File: config.mk
export PLATFORM = sky130hd
export DESIGN_NAME = byte_pattern_match_finder
export DESIGN_NICKNAME = d
export VERILOG_FILES = /design/src/hdl/bpmf_pkg.sv /design/src/hdl/bpmf_cell.sv /design/src/hdl/byte_pattern_match_finder.sv
export VERILOG_INCLUDE_DIRS = /design/src /design/src/hdl
export SDC_FILE = /design/constraint.sdc
export NUM_CORES = 1
export LEC_CHECK = 0
export BUFFER_PORTS_ARGS = -buffer_cell sky130_fd_sc_hd__buf_2
export CAP_MARGIN = 20
export CORE_ASPECT_RATIO = 1.2
export CORE_UTILIZATION = 55
export CTS_CLUSTER_DIAMETER = 150
export DETAILED_ROUTE_END_ITERATION = 10
export PLACE_DENSITY = 0.72
export SLEW_MARGIN = 25
export SYNTH_ARGS = -nofsm -noshare
export SYNTH_HDL_FRONTEND = slang
export SYNTH_SLANG_ARGS = --single-unit
File: constraint.sdc
create_clock -name i_clk -period 13.75 [get_ports i_clk]
set_input_delay 2.75 -clock i_clk [delete_from_list [all_inputs] [get_ports i_clk]]
set_output_delay 2.75 -clock i_clk [all_outputs]
set_load 0.1 [all_outputs]
File: src/hdl/byte_pattern_match_finder_defines.svh
// assertion macros for the byte pattern match finder
`ifndef BYTE_PATTERN_MATCH_FINDER_DEFINES_SVH
`define BYTE_PATTERN_MATCH_FINDER_DEFINES_SVH

`ifndef ASSERT_OFF
// property that must hold at every clock edge outside reset
`define BPMF_ASSERT(lbl, clk, rst_n, prop) \
    lbl: assert property (@(posedge clk) disable iff (!rst_n) (prop)) \
        else $error("bpmf assertion failed");
// condition that must hold in the cycle after a trigger
`define BPMF_ASSERT_NEXT(lbl, clk, rst_n, ante, cons) \
    lbl: assert property (@(posedge clk) disable iff (!rst_n) (ante) |=> (cons)) \
        else $error("bpmf assertion failed");
`else
`define BPMF_ASSERT(lbl, clk, rst_n, prop)
`define BPMF_ASSERT_NEXT(lbl, clk, rst_n, ante, cons)
`endif

`endif

File: src/hdl/bpmf_pkg.sv
`default_nettype none

package bpmf_pkg;

    localparam int MAX_PATTERN = 16;
    localparam int MAX_TEXT    = 65536;
    localparam int NUM_CELLS   = MAX_PATTERN - 1;
    localparam int LEN_W       = 5;
    localparam int POS_W       = 16;
    localparam int SEEN_W      = $clog2(MAX_TEXT + 1);
    localparam int IDX_W       = $clog2(MAX_PATTERN);
    localparam int CFG_IDX_W   = 2;
    localparam int CFG_DATA_W  = 64;

    typedef enum logic [CFG_IDX_W-1:0] {
        CFG_PATTERN_LENGTH = 2'd0,
        CFG_PATTERN_LOW    = 2'd1,
        CFG_PATTERN_HIGH   = 2'd2
    } t_cfg_index;

    typedef struct packed {
        logic [7:0] text_byte;
        logic       last_byte;
    } t_in_beat;

    typedef struct packed {
        logic             found;
        logic [POS_W-1:0] match_start;
        logic             end_of_text;
        logic             count_overflow;
    } t_out_beat;

    typedef struct packed {
        logic shift;
        logic clear;
    } t_cell_ctrl;

    // pattern byte idx out of the two 64-bit pattern registers
    function automatic logic [7:0] pattern_at(input logic [63:0] lo, input logic [63:0] hi,
                                              input logic [IDX_W-1:0] idx);
        logic [127:0] all;
        all = {hi, lo};
        return all[{idx, 3'b000} +: 8];
    endfunction

endpackage

`default_nettype wire

File: src/hdl/bpmf_cell.sv
`default_nettype none

module bpmf_cell (
    input  wire                    i_clk,
    input  wire                    i_rst_n,
    input  bpmf_pkg::t_cell_ctrl   i_ctrl,
    input  wire  [7:0]             i_byte,
    input  wire  [7:0]             i_pat_byte,
    input  wire                    i_used,
    output logic [7:0]             o_byte,
    output logic                   o_hit
);
    import bpmf_pkg::*;

    logic [7:0] r_byte;
    logic [7:0] n_byte;

    always_comb begin
        n_byte = r_byte;
        if (i_ctrl.shift) begin
            n_byte = i_ctrl.clear ? 8'h00 : i_byte;
        end
    end

    always_ff @(posedge i_clk) begin
        if (!i_rst_n) begin
            r_byte <= 8'h00;
        end else begin
            r_byte <= n_byte;
        end
    end

    assign o_byte = r_byte;
    // unused positions never block a match
    assign o_hit  = !i_used || (r_byte == i_pat_byte);

endmodule

`default_nettype wire

File: src/hdl/byte_pattern_match_finder.sv
// byte pattern match finder
// input channel: one text byte per beat (i_in_valid / o_in_stall), last_byte
//   marks the final byte of a text
// output channel: one result beat (o_out_valid / i_out_stall) for every byte
//   that ends an occurrence of the pattern, and always one for a text's last
//   byte; match_start is the zero-based index of the occurrence's first byte
// config: i_cfg_we / i_cfg_index / i_cfg_data write pattern_length (index 0),
//   pattern bytes 0..7 (index 1) and 8..15 (index 2); write only while idle
// latency: a result appears one cycle after its byte is accepted
// throughput: one byte per cycle; a row of 15 window cells shifts the text
//   along and each compares its byte against its pattern byte in parallel
// stall: the single output register holds a waiting result; a new byte is
//   taken whenever that register is empty or being drained this cycle
// reset: window, byte count and overflow flag clear, pattern length 1, pattern
//   bytes zero; no clearing sweep
// texts longer than 65536 bytes saturate the count, set count_overflow and
//   report no further matches
`default_nettype none
`include "byte_pattern_match_finder_defines.svh"

module byte_pattern_match_finder (
    input  wire                                  i_clk,
    input  wire                                  i_rst_n,
    input  wire                                  i_in_valid,
    output logic                                 o_in_stall,
    input  bpmf_pkg::t_in_beat                   i_in_data,
    output logic                                 o_out_valid,
    input  wire                                  i_out_stall,
    output bpmf_pkg::t_out_beat                  o_out_data,
    input  wire                                  i_cfg_we,
    input  wire  [bpmf_pkg::CFG_IDX_W-1:0]       i_cfg_index,
    input  wire  [bpmf_pkg::CFG_DATA_W-1:0]      i_cfg_data
);
    import bpmf_pkg::*;

    // configuration registers
    logic [LEN_W-1:0]      r_len;
    logic [CFG_DATA_W-1:0] r_pat_lo;
    logic [CFG_DATA_W-1:0] r_pat_hi;

    // text position state
    logic [SEEN_W-1:0]     r_seen;
    logic [SEEN_W-1:0]     n_seen;
    logic                  r_ovf;
    logic                  n_ovf;

    // output register
    logic                  r_out_valid;
    logic                  n_out_valid;
    t_out_beat             r_out;
    t_out_beat             n_out;

    logic                  w_accept;
    logic [LEN_W-1:0]      w_len;
    logic                  w_countable;
    logic                  w_enough;
    logic                  w_cur_hit;
    logic                  w_match;
    logic                  w_produce;
    logic                  w_ovf_now;
    logic [SEEN_W-1:0]     w_start;
    t_cell_ctrl            w_ctrl;

    logic [7:0]            w_win     [NUM_CELLS];
    logic [7:0]            w_cell_in [NUM_CELLS];
    logic [7:0]            w_cell_pat[NUM_CELLS];
    logic [NUM_CELLS-1:0]  w_cell_used;
    logic [NUM_CELLS-1:0]  w_cell_hit;

    // config writes; out-of-list indexes are dropped
    always_ff @(posedge i_clk) begin
        if (!i_rst_n) begin
            r_len    <= LEN_W'(1);
            r_pat_lo <= '0;
            r_pat_hi <= '0;
        end else if (i_cfg_we) begin
            unique case (i_cfg_index)
                CFG_PATTERN_LENGTH: r_len    <= i_cfg_data[LEN_W-1:0];
                CFG_PATTERN_LOW:    r_pat_lo <= i_cfg_data;
                CFG_PATTERN_HIGH:   r_pat_hi <= i_cfg_data;
                default:            ;
            endcase
        end
    end

    // clamp length to 1..MAX_PATTERN
    always_comb begin
        if (r_len == '0) begin
            w_len = LEN_W'(1);
        end else if (r_len > LEN_W'(MAX_PATTERN)) begin
            w_len = LEN_W'(MAX_PATTERN);
        end else begin
            w_len = r_len;
        end
    end

    assign w_accept = i_in_valid && !o_in_stall;
    assign o_in_stall = r_out_valid && i_out_stall;

    assign w_ctrl.shift = w_accept;
    assign w_ctrl.clear = w_accept && i_in_data.last_byte;

    // the newest byte lines up with the pattern's last byte
    assign w_cur_hit = (i_in_data.text_byte ==
                        pattern_at(r_pat_lo, r_pat_hi, IDX_W'(w_len - LEN_W'(1))));

    // window cells: cell k holds the byte k+1 positions back
    for (genvar k = 0; k < NUM_CELLS; k++) begin : g_cell
        logic [LEN_W-1:0] w_diff;

        assign w_diff           = w_len - LEN_W'(k + 2);
        assign w_cell_used[k]   = LEN_W'(k + 1) < w_len;
        assign w_cell_pat[k]    = pattern_at(r_pat_lo, r_pat_hi, w_diff[IDX_W-1:0]);

        if (k == 0) begin : g_head
            assign w_cell_in[k] = i_in_data.text_byte;
        end else begin : g_link
            assign w_cell_in[k] = w_win[k-1];
        end

        bpmf_cell u_cell (
            .i_clk      (i_clk),
            .i_rst_n    (i_rst_n),
            .i_ctrl     (w_ctrl),
            .i_byte     (w_cell_in[k]),
            .i_pat_byte (w_cell_pat[k]),
            .i_used     (w_cell_used[k]),
            .o_byte     (w_win[k]),
            .o_hit      (w_cell_hit[k])
        );
    end

    // count saturates at MAX_TEXT
    assign w_countable = (r_seen < SEEN_W'(MAX_TEXT));
    assign w_enough    = (r_seen + SEEN_W'(1)) >= SEEN_W'(w_len);
    assign w_match     = w_countable && w_enough && w_cur_hit && (&w_cell_hit);
    assign w_start     = r_seen + SEEN_W'(1) - SEEN_W'(w_len);
    assign w_ovf_now   = r_ovf || !w_countable;
    assign w_produce   = w_match || i_in_data.last_byte;

    always_comb begin
        n_seen = r_seen;
        n_ovf  = r_ovf;
        if (w_accept) begin
            if (i_in_data.last_byte) begin
                n_seen = '0;
                n_ovf  = 1'b0;
            end else begin
                n_ovf = w_ovf_now;
                if (w_countable) begin
                    n_seen = r_seen + SEEN_W'(1);
                end
            end
        end
    end

    always_comb begin
        n_out_valid = r_out_valid;
        n_out       = r_out;
        if (w_accept && w_produce) begin
            n_out_valid          = 1'b1;
            n_out.found          = w_match;
            n_out.match_start    = w_match ? w_start[POS_W-1:0] : '0;
            n_out.end_of_text    = i_in_data.last_byte;
            n_out.count_overflow = w_ovf_now;
        end else if (!i_out_stall) begin
            n_out_valid = 1'b0;
        end
    end

    always_ff @(posedge i_clk) begin
        if (!i_rst_n) begin
            r_seen      <= '0;
            r_ovf       <= 1'b0;
            r_out_valid <= 1'b0;
        end else begin
            r_seen      <= n_seen;
            r_ovf       <= n_ovf;
            r_out_valid <= n_out_valid;
        end
    end

    // payload, no reset needed
    always_ff @(posedge i_clk) begin
        r_out <= n_out;
    end

    assign o_out_valid = r_out_valid;
    assign o_out_data  = r_out;

    // a result without a match only closes a text
    `BPMF_ASSERT(a_nomatch_only_at_end, i_clk, i_rst_n,
        !(o_out_valid && !o_out_data.found) || o_out_data.end_of_text)
    // no match is reported once the count has overflowed
    `BPMF_ASSERT(a_no_match_after_ovf, i_clk, i_rst_n,
        !(o_out_valid && o_out_data.found) || !o_out_data.count_overflow)
    // count never passes the saturation point
    `BPMF_ASSERT(a_seen_bounded, i_clk, i_rst_n, r_seen <= SEEN_W'(MAX_TEXT))
    // last byte restarts position and overflow
    `BPMF_ASSERT_NEXT(a_restart_after_last, i_clk, i_rst_n,
        w_accept && i_in_data.last_byte, r_seen == '0 && !r_ovf)

endmodule

`default_nettype wire

# --- Word level (Yosys, flattened, before mapping) ---
# Cells that the tools add are included.
totals:
  reg_bits: 291
  in_bits: 80
  out_inout_bits: 21
  word_cells: 167
classes:
  n_addsub: 18
  magnitude_cmp: 18
  n_eq_ne: 19
  n_shift: 16
  n_mux: 22
  n_reduce_logical: 49
ops:
  columns: ["op", "n"]
  rows:
  - ["$shiftx A128 B8 Y8", 16]
  - ["$eq A8 B8 Y1", 16]
  - ["$mux W8", 15]
  - ["$lt A4 B5 Y1 const A", 8]
  - ["$mux W17", 2]
  - ["$sub A4 B4 Y4 const B", 8]
  - ["$lt A3 B5 Y1 const A", 4]
  - ["$add A17 B1 Y17 const B", 1]
  - ["$ge A17 B5 Y1", 1]
  - ["$logic_not A1 Y1", 17]
  - ["$logic_or A1 B1 Y1", 17]
  - ["$lt A17 B17 Y1 const B", 1]
  - ["$sub A16 B5 Y16", 1]
  - ["$sub A4 B3 Y4 const B", 4]
  - ["$reduce_and A15 Y1", 1]
  - ["$lt A2 B5 Y1 const A", 2]
  - ["$mux W5", 2]
  - ["$reduce_and A2 Y1", 4]
  - ["$sub A4 B1 Y4 const B", 2]
  - ["$sub A4 B2 Y4 const B", 2]
  - ["$logic_and A1 B1 Y1", 7]
  - ["$gt A5 B5 Y1 const B", 1]
  - ["$logic_not A5 Y1", 1]
  - ["$lt A1 B5 Y1 const A", 1]
  - ["6 further kinds", 8]

# --- Depth between registers and ports, before layout ---
logic_depth:
  word_depth: 12
  mapped_depth: 21
  ltp_nobuf: 16

# --- By module ---
# From an unflattened synthesis, not the netlist that was laid out.
hier_totals:
  hier_cells: 2493
  hier_area_um2: 21543.2
by_module_without_submodules:
  columns: ["module", "instances", "cells_each", "area_each_um2", "seq_area_each_um2"]
  rows:
  - ["byte_pattern_match_finder", 1, 1803, 14317.5, 3613.5]
  - ["bpmf_cell", 15, 46, 481.7, 160.2]

# --- Least setup slack after synthesis ---
# Ideal clock, no wire load.
synth_path:
  path_kind: "in2out"
  startpoint: "in i_out_stall"
  endpoint: "out o_in_stall"
  arrival_time_ns: 3.491
  path_slack_ns: 7.509
  path_stages: 2
  n_path_buf: 0
  cell_sequence: "nand2_1 > inv_1"
synth_between:
  elab_chain_len: 1
synth_lines:
  columns: ["item", "line", "text"]
  rows:
  - ["start, declared", "byte_pattern_match_finder.sv:28", "input wire i_out_stall,"]
  - ["$logic_and A1 B1 Y1", "byte_pattern_match_finder.sv:98", "assign o_in_stall = r_out_valid && i_out_stall;"]
  - ["end, declared", "byte_pattern_match_finder.sv:25", "output logic o_in_stall,"]
# Every way passes these cells.

# --- Worst setup path after layout ---
layout_path:
  startpoint: "reg r_len[1]"
  endpoint: "reg r_out, in the netlist o_out_data[2], enable pin"
layout_between:
  elab_chain_len: 11
layout_lines:
  columns: ["item", "line", "text"]
  rows:
  - ["start, declared", "byte_pattern_match_finder.sv:37", "logic [LEN_W-1:0] r_len;"]
  - ["start signal, assigned", "byte_pattern_match_finder.sv:78", "CFG_PATTERN_LENGTH: r_len <= i_cfg_data[LEN_W-1:0];"]
  - ["$gt A5 B5 Y1", "byte_pattern_match_finder.sv:90", "end else if (r_len > LEN_W'(MAX_PATTERN)) begin"]
  - ["$mux W5", "byte_pattern_match_finder.sv:90", null]
  - ["$mux W5 (*)", "byte_pattern_match_finder.sv:88", "if (r_len == '0) begin"]
  - ["$sub A4 B2 Y4, or another cell as far along", "byte_pattern_match_finder.sv:111", "assign w_diff = w_len - LEN_W'(k + 2);"]
  - ["$shiftx A128 B8 Y8", "bpmf_pkg.sv:43", "return all[{idx, 3'b000} +: 8];"]
  - ["$eq A8 B8 Y1", "bpmf_cell.sv:35", "assign o_hit = !i_used || (r_byte == i_pat_byte);"]
  - ["$logic_or A1 B1 Y1", "bpmf_cell.sv:35", null]
  - ["$reduce_and A15 Y1", "byte_pattern_match_finder.sv:136", "assign w_match = w_countable && w_enough && w_cur_hit && (&w_cell_hit);"]
  - ["$logic_and A1 B1 Y1 (*)", "byte_pattern_match_finder.sv:136", null]
  - ["$logic_or A1 B1 Y1 (*)", "byte_pattern_match_finder.sv:139", "assign w_produce = w_match || i_in_data.last_byte;"]
  - ["$logic_and A1 B1 Y1 (*)", "byte_pattern_match_finder.sv:160", "if (w_accept && w_produce) begin"]
  - ["end signal, assigned", "byte_pattern_match_finder.sv:185", "r_out <= n_out;"]
  - ["end, declared", "byte_pattern_match_finder.sv:50", "t_out_beat r_out;"]
# Mark *: on every way between the ends. The rest lies on a longest branch, timed or not.
# A chain may end at the register's enable or synchronous reset.

==> key figures <==
Worst setup path
  • CP max FO: 57
  • CP Depth: 17
  • R2r setup slk: 5780 ps
  • Worst path cell trace: buf_4, buf_4, nor4_4, nor2_4, inv_2, ha_1, buf_4, mux4_2, mux4_2, xnor2_1, nand4_1, or4_1, nor2_1, a21oi_1, nor3_1, or4b_1, a21oi_2
  • Slowest stage cell, crit path: a21oi_2
  • Worst reg2reg path depth: 17
  • Startpoint Class: flop
  • CP Capture Type: flop
  • Arrival time worst endpoint: 8180 ps
  • Setup crit end: o_out_data[2]
  • CP Data Required Time: 13,960 ps
  • Largest stage delay, worst path: 900 ps
  • R2R Path End: o_out_data[2]
  • CP bufs+invs: 4
  • Top delay family on crit path: simple AND/OR/NAND/NOR gates
  • Worst R2R Start: r_len[1]
  • Critical path startpoint: r_len[1]
  • Setup CP Type: reg2reg
  • Most used cell along the critical path: buf_4

Worst hold path
  • Hold Path Class: reg2reg

Final layout
  • Layout cells sized above 1: 0.128
  • Multi-input gate area: 14,400 um2
  • Sequential Area: 6020 um2
  • Finished Core Util: 0.605
  • Layout overhead on the synthesized area: 7.63%
  • Fill cells: 3,352
  • Non-filler instance count after layout: 3,161
  • Fin nets: 2,743
  • Fin area: 23,000 um2

Timing
  • Final hold vios: 0
  • Final worst path period share: 0.580
  • Actual slew at the worst max-slew pin: between 1000 and 1500 ps
  • Final Max Slew Viols: 0
  • Unrepaired setup endpoints after global routing: no
  • Finish-stage setup viols: 0
  • Worst Skew: 21.3 ps
  • Fin crit period: approximately 8000 ps
  • Max Clock Freq: 125 MHz
  • Max-slew headroom: 0.243
  • Final setup TNS: 0 ps

Logic synthesis
  • Synth Flop Type: dfxtp_1
  • YS warnings: 0
  • Top post-synthesis cells by area: dfxtp_1 (25%), nand2_1 (10%), mux4_2 (6.7%), mux2i_1 (5.4%), a21oi_1 (4.8%)
  • Simple-gate share of the synthesized area: 0.194
  • Post-synthesis net count: 2,795
  • Syn avg cell area: around 8 um2
  • Synth Area in Compound Gates: 0.270
  • Syn Std Cell Area: ~21,000 um2
  • Post-synthesis sequential area ratio: 0.281
  • Share of the synthesized area in the top cell type: 0.255
  • Async S/R FF share, synth: 0
  • Post-Synth Adder-Cell Area: 0.00457
  • Largest family of logic cells by synthesized area: compound AO/OA/AOI/OAI gates
  • Number of synthesized flops with an enable pin: 19
  • Mux contribution to synthesized area: 0.134
  • Post-Synth XOR/XNOR Area: 0.0634
  • Yosys reg bits: 291
  • Yosys cell types: 88
  • Cell taking the most area after synthesis: dfxtp_1
  • Syn Inst Count: ~2,700

CTS
  • Clock Path Buffers: 3
  • CTS tree: built
  • Postcts setup bufs: 0
  • Clk sink count: 291
  • H-tree lvl count: 1
  • Root Buffer: clkbuf_16
  • Clock-pin transition on the worst setup and hold timing paths: roughly 70 ps
  • Hold Buf Count CTS: 0
  • Skew-Pair Late Insertion Delay: approximately 600 ps
  • # resized after CTS: 0
  • Total CTS buffers: 29

Global routing
  • GRT Total Usage: 0.501
  • Grt total ovfl: 0
  • Vias in the first global route: 21,169
  • Largest net degree at the start of global routing: 119
  • Initial antenna violation count: 4
  • First-pass GRT wire length: around 150 mm

Drt
  • DRT antenna net count: 0
  • Vias post-DR: around 23,000
  • DR WL/cell: roughly 32 um
  • Final wirelength: 101 mm
  • DRT Pass-1 Iters: 8
  • Via density: 7.38
  • DRC: 0
  • Initial drt markers: 3,597

Place
  • Placed insts: 3,105
  • Placed cell area: roughly 22,000 um2
  • PortBufs: 100
  • Final weighted congestion in routability-driven placement: ~1.1
  • Hpwl dp: 73.5 mm

Floorplanning
  • DIE AREA: 39,700 um2
  • Core area: 38,100 um2
  • Die Height: 218 um
  • I/O pin cnt: 101
  • Die X: roughly 180 um
  • # rows: 78
  • Starting Density: 0.562

Power and ir drop
  • PwrDens: a little under 100 nW/um2
  • Leak pwr: 7.80 nW
  • Maximum VDD drop: 0.100 mV
  • Gate power share: 0.221
  • Total power: between 0.002 and 0.0025 W
  • Proportion of power drawn by the clock network: 0.370
  • Switch Pwr: 0.000728 W
  • Power Internal: between 0.0015 and 0.002 W
  • Sw frac: 0.325
  • Part of the power in registers: 0.409

Flow run
  • Maxcap violations: 0

Run status
  • Status: complete, no violations
[cells in the mapped netlist, types with 33 or more instances]
master	instances
o21ai_0	78
nand2_1	573
a21boi_0	130
clkbuf_1	171
o22ai_1	64
buf_2	39
o221ai_1	46
mux2i_1	115
xor2_1	54
xnor2_1	97
nor3_1	72
nor2_1	96
a211oi_1	37
o211ai_1	47
mux4_2	64
a21oi_1	207
a22oi_1	33
dfxtp_1	272
[how the worst min path moves through the flow]
stage                                            from                     endpoint  cells after the start
after floorplan                                 r_ovf                        r_ovf                      2
after global placement                          r_ovf                        r_ovf                      2
after detailed placement  g_cell[14].u_cell.o_byte[7]  g_cell[14].u_cell.o_byte[7]                      2
after CTS                 g_cell[14].u_cell.o_byte[7]  g_cell[14].u_cell.o_byte[7]                      2
after global routing      g_cell[10].u_cell.o_byte[6]  g_cell[11].u_cell.o_byte[6]                      2
final                     g_cell[14].u_cell.o_byte[7]  g_cell[14].u_cell.o_byte[7]                      2
[cell usage in the layout, fill, tap and decap left out, types with 47 or more instances in the layout]
master,n
a21boi_0,130
a21oi_1,206
buf_2,99
buf_4,53
dfxtp_1,268
mux2i_1,115
mux4_2,64
nand2_1,572
nor2_1,92
nor3_1,71
o211ai_1,47
o21ai_0,78
o22ai_1,64
xnor2_1,96
xor2_1,54
[stage by stage]
step | hold slack, ps | worst slack [ps]
after floorplan | 429 | 7510
after global placement | 448 | 6240
after detailed placement | 467 | 6110
after CTS | 476 | 6070
after global routing | 494 | 5710
final | 475 | 5780
[cells by family (layout without fill, tap and decap cells)]
logic type,count (synthesis),in the layout
and+or+nand+nor,937,937
AOI/OAI and AO/OA,842,842
DFF,291,291
buffers and inverters,273,243
muxes,204,204
xor gates and xnor gates,153,153
adders and majority gates,8,8
other,0,3
[metal layers]
metal  up-vias  global-route usage  part of all wire
met4         0               0.375             0.093
met2      1957               0.729              0.41
met3       504               0.164              0.14
met5         -                   0                 0
met1     11045               0.617              0.36
li1       9831                   -                 -
[power groups by stage]
stage / Sequential [W] / Clock (W) / Combinational (W)
2_1_floorplan: 0.000916 / 0 / 0.000315
3_3_place_gp: 0.000929 / 0 / 0.000466
3_5_place_dp: 0.000928 / 0 / 0.000471
4_1_cts: 0.000909 / 0.000829 / 0.000472
5_1_grt: 0.000913 / 0.000863 / 0.000513
6_report: 0.000916 / 0.000829 / 0.000495
[cell type report]
type                            count  share of cell area
Timing Repair Buffer              153              0.0393
Antenna cell                        3            0.000326
Multi-Input combinational cell   2144               0.624
Inverter                           37             0.00604
Tap cell                          480              0.0261
Clock inverter                     10             0.00658
Sequential cell                   291               0.262
Clock buffer                       43              0.0360
[worst min-delay path, delay by kind of cell, from the launching register on]
kind	cells	cell delay, ps
compound gates	1	50
flops	1	320
simple gates	1	60
[sequential cells by signal, indices dropped and copies added (netlist names)]
register              flops
g_cell.u_cell.o_byte    120
r_pat_hi                 64
r_pat_lo                 64
o_out_data               19
r_seen                   17
r_len                     5
o_out_valid               1
r_ovf                     1
Note: power is estimated with default switching activity, not from simulation.
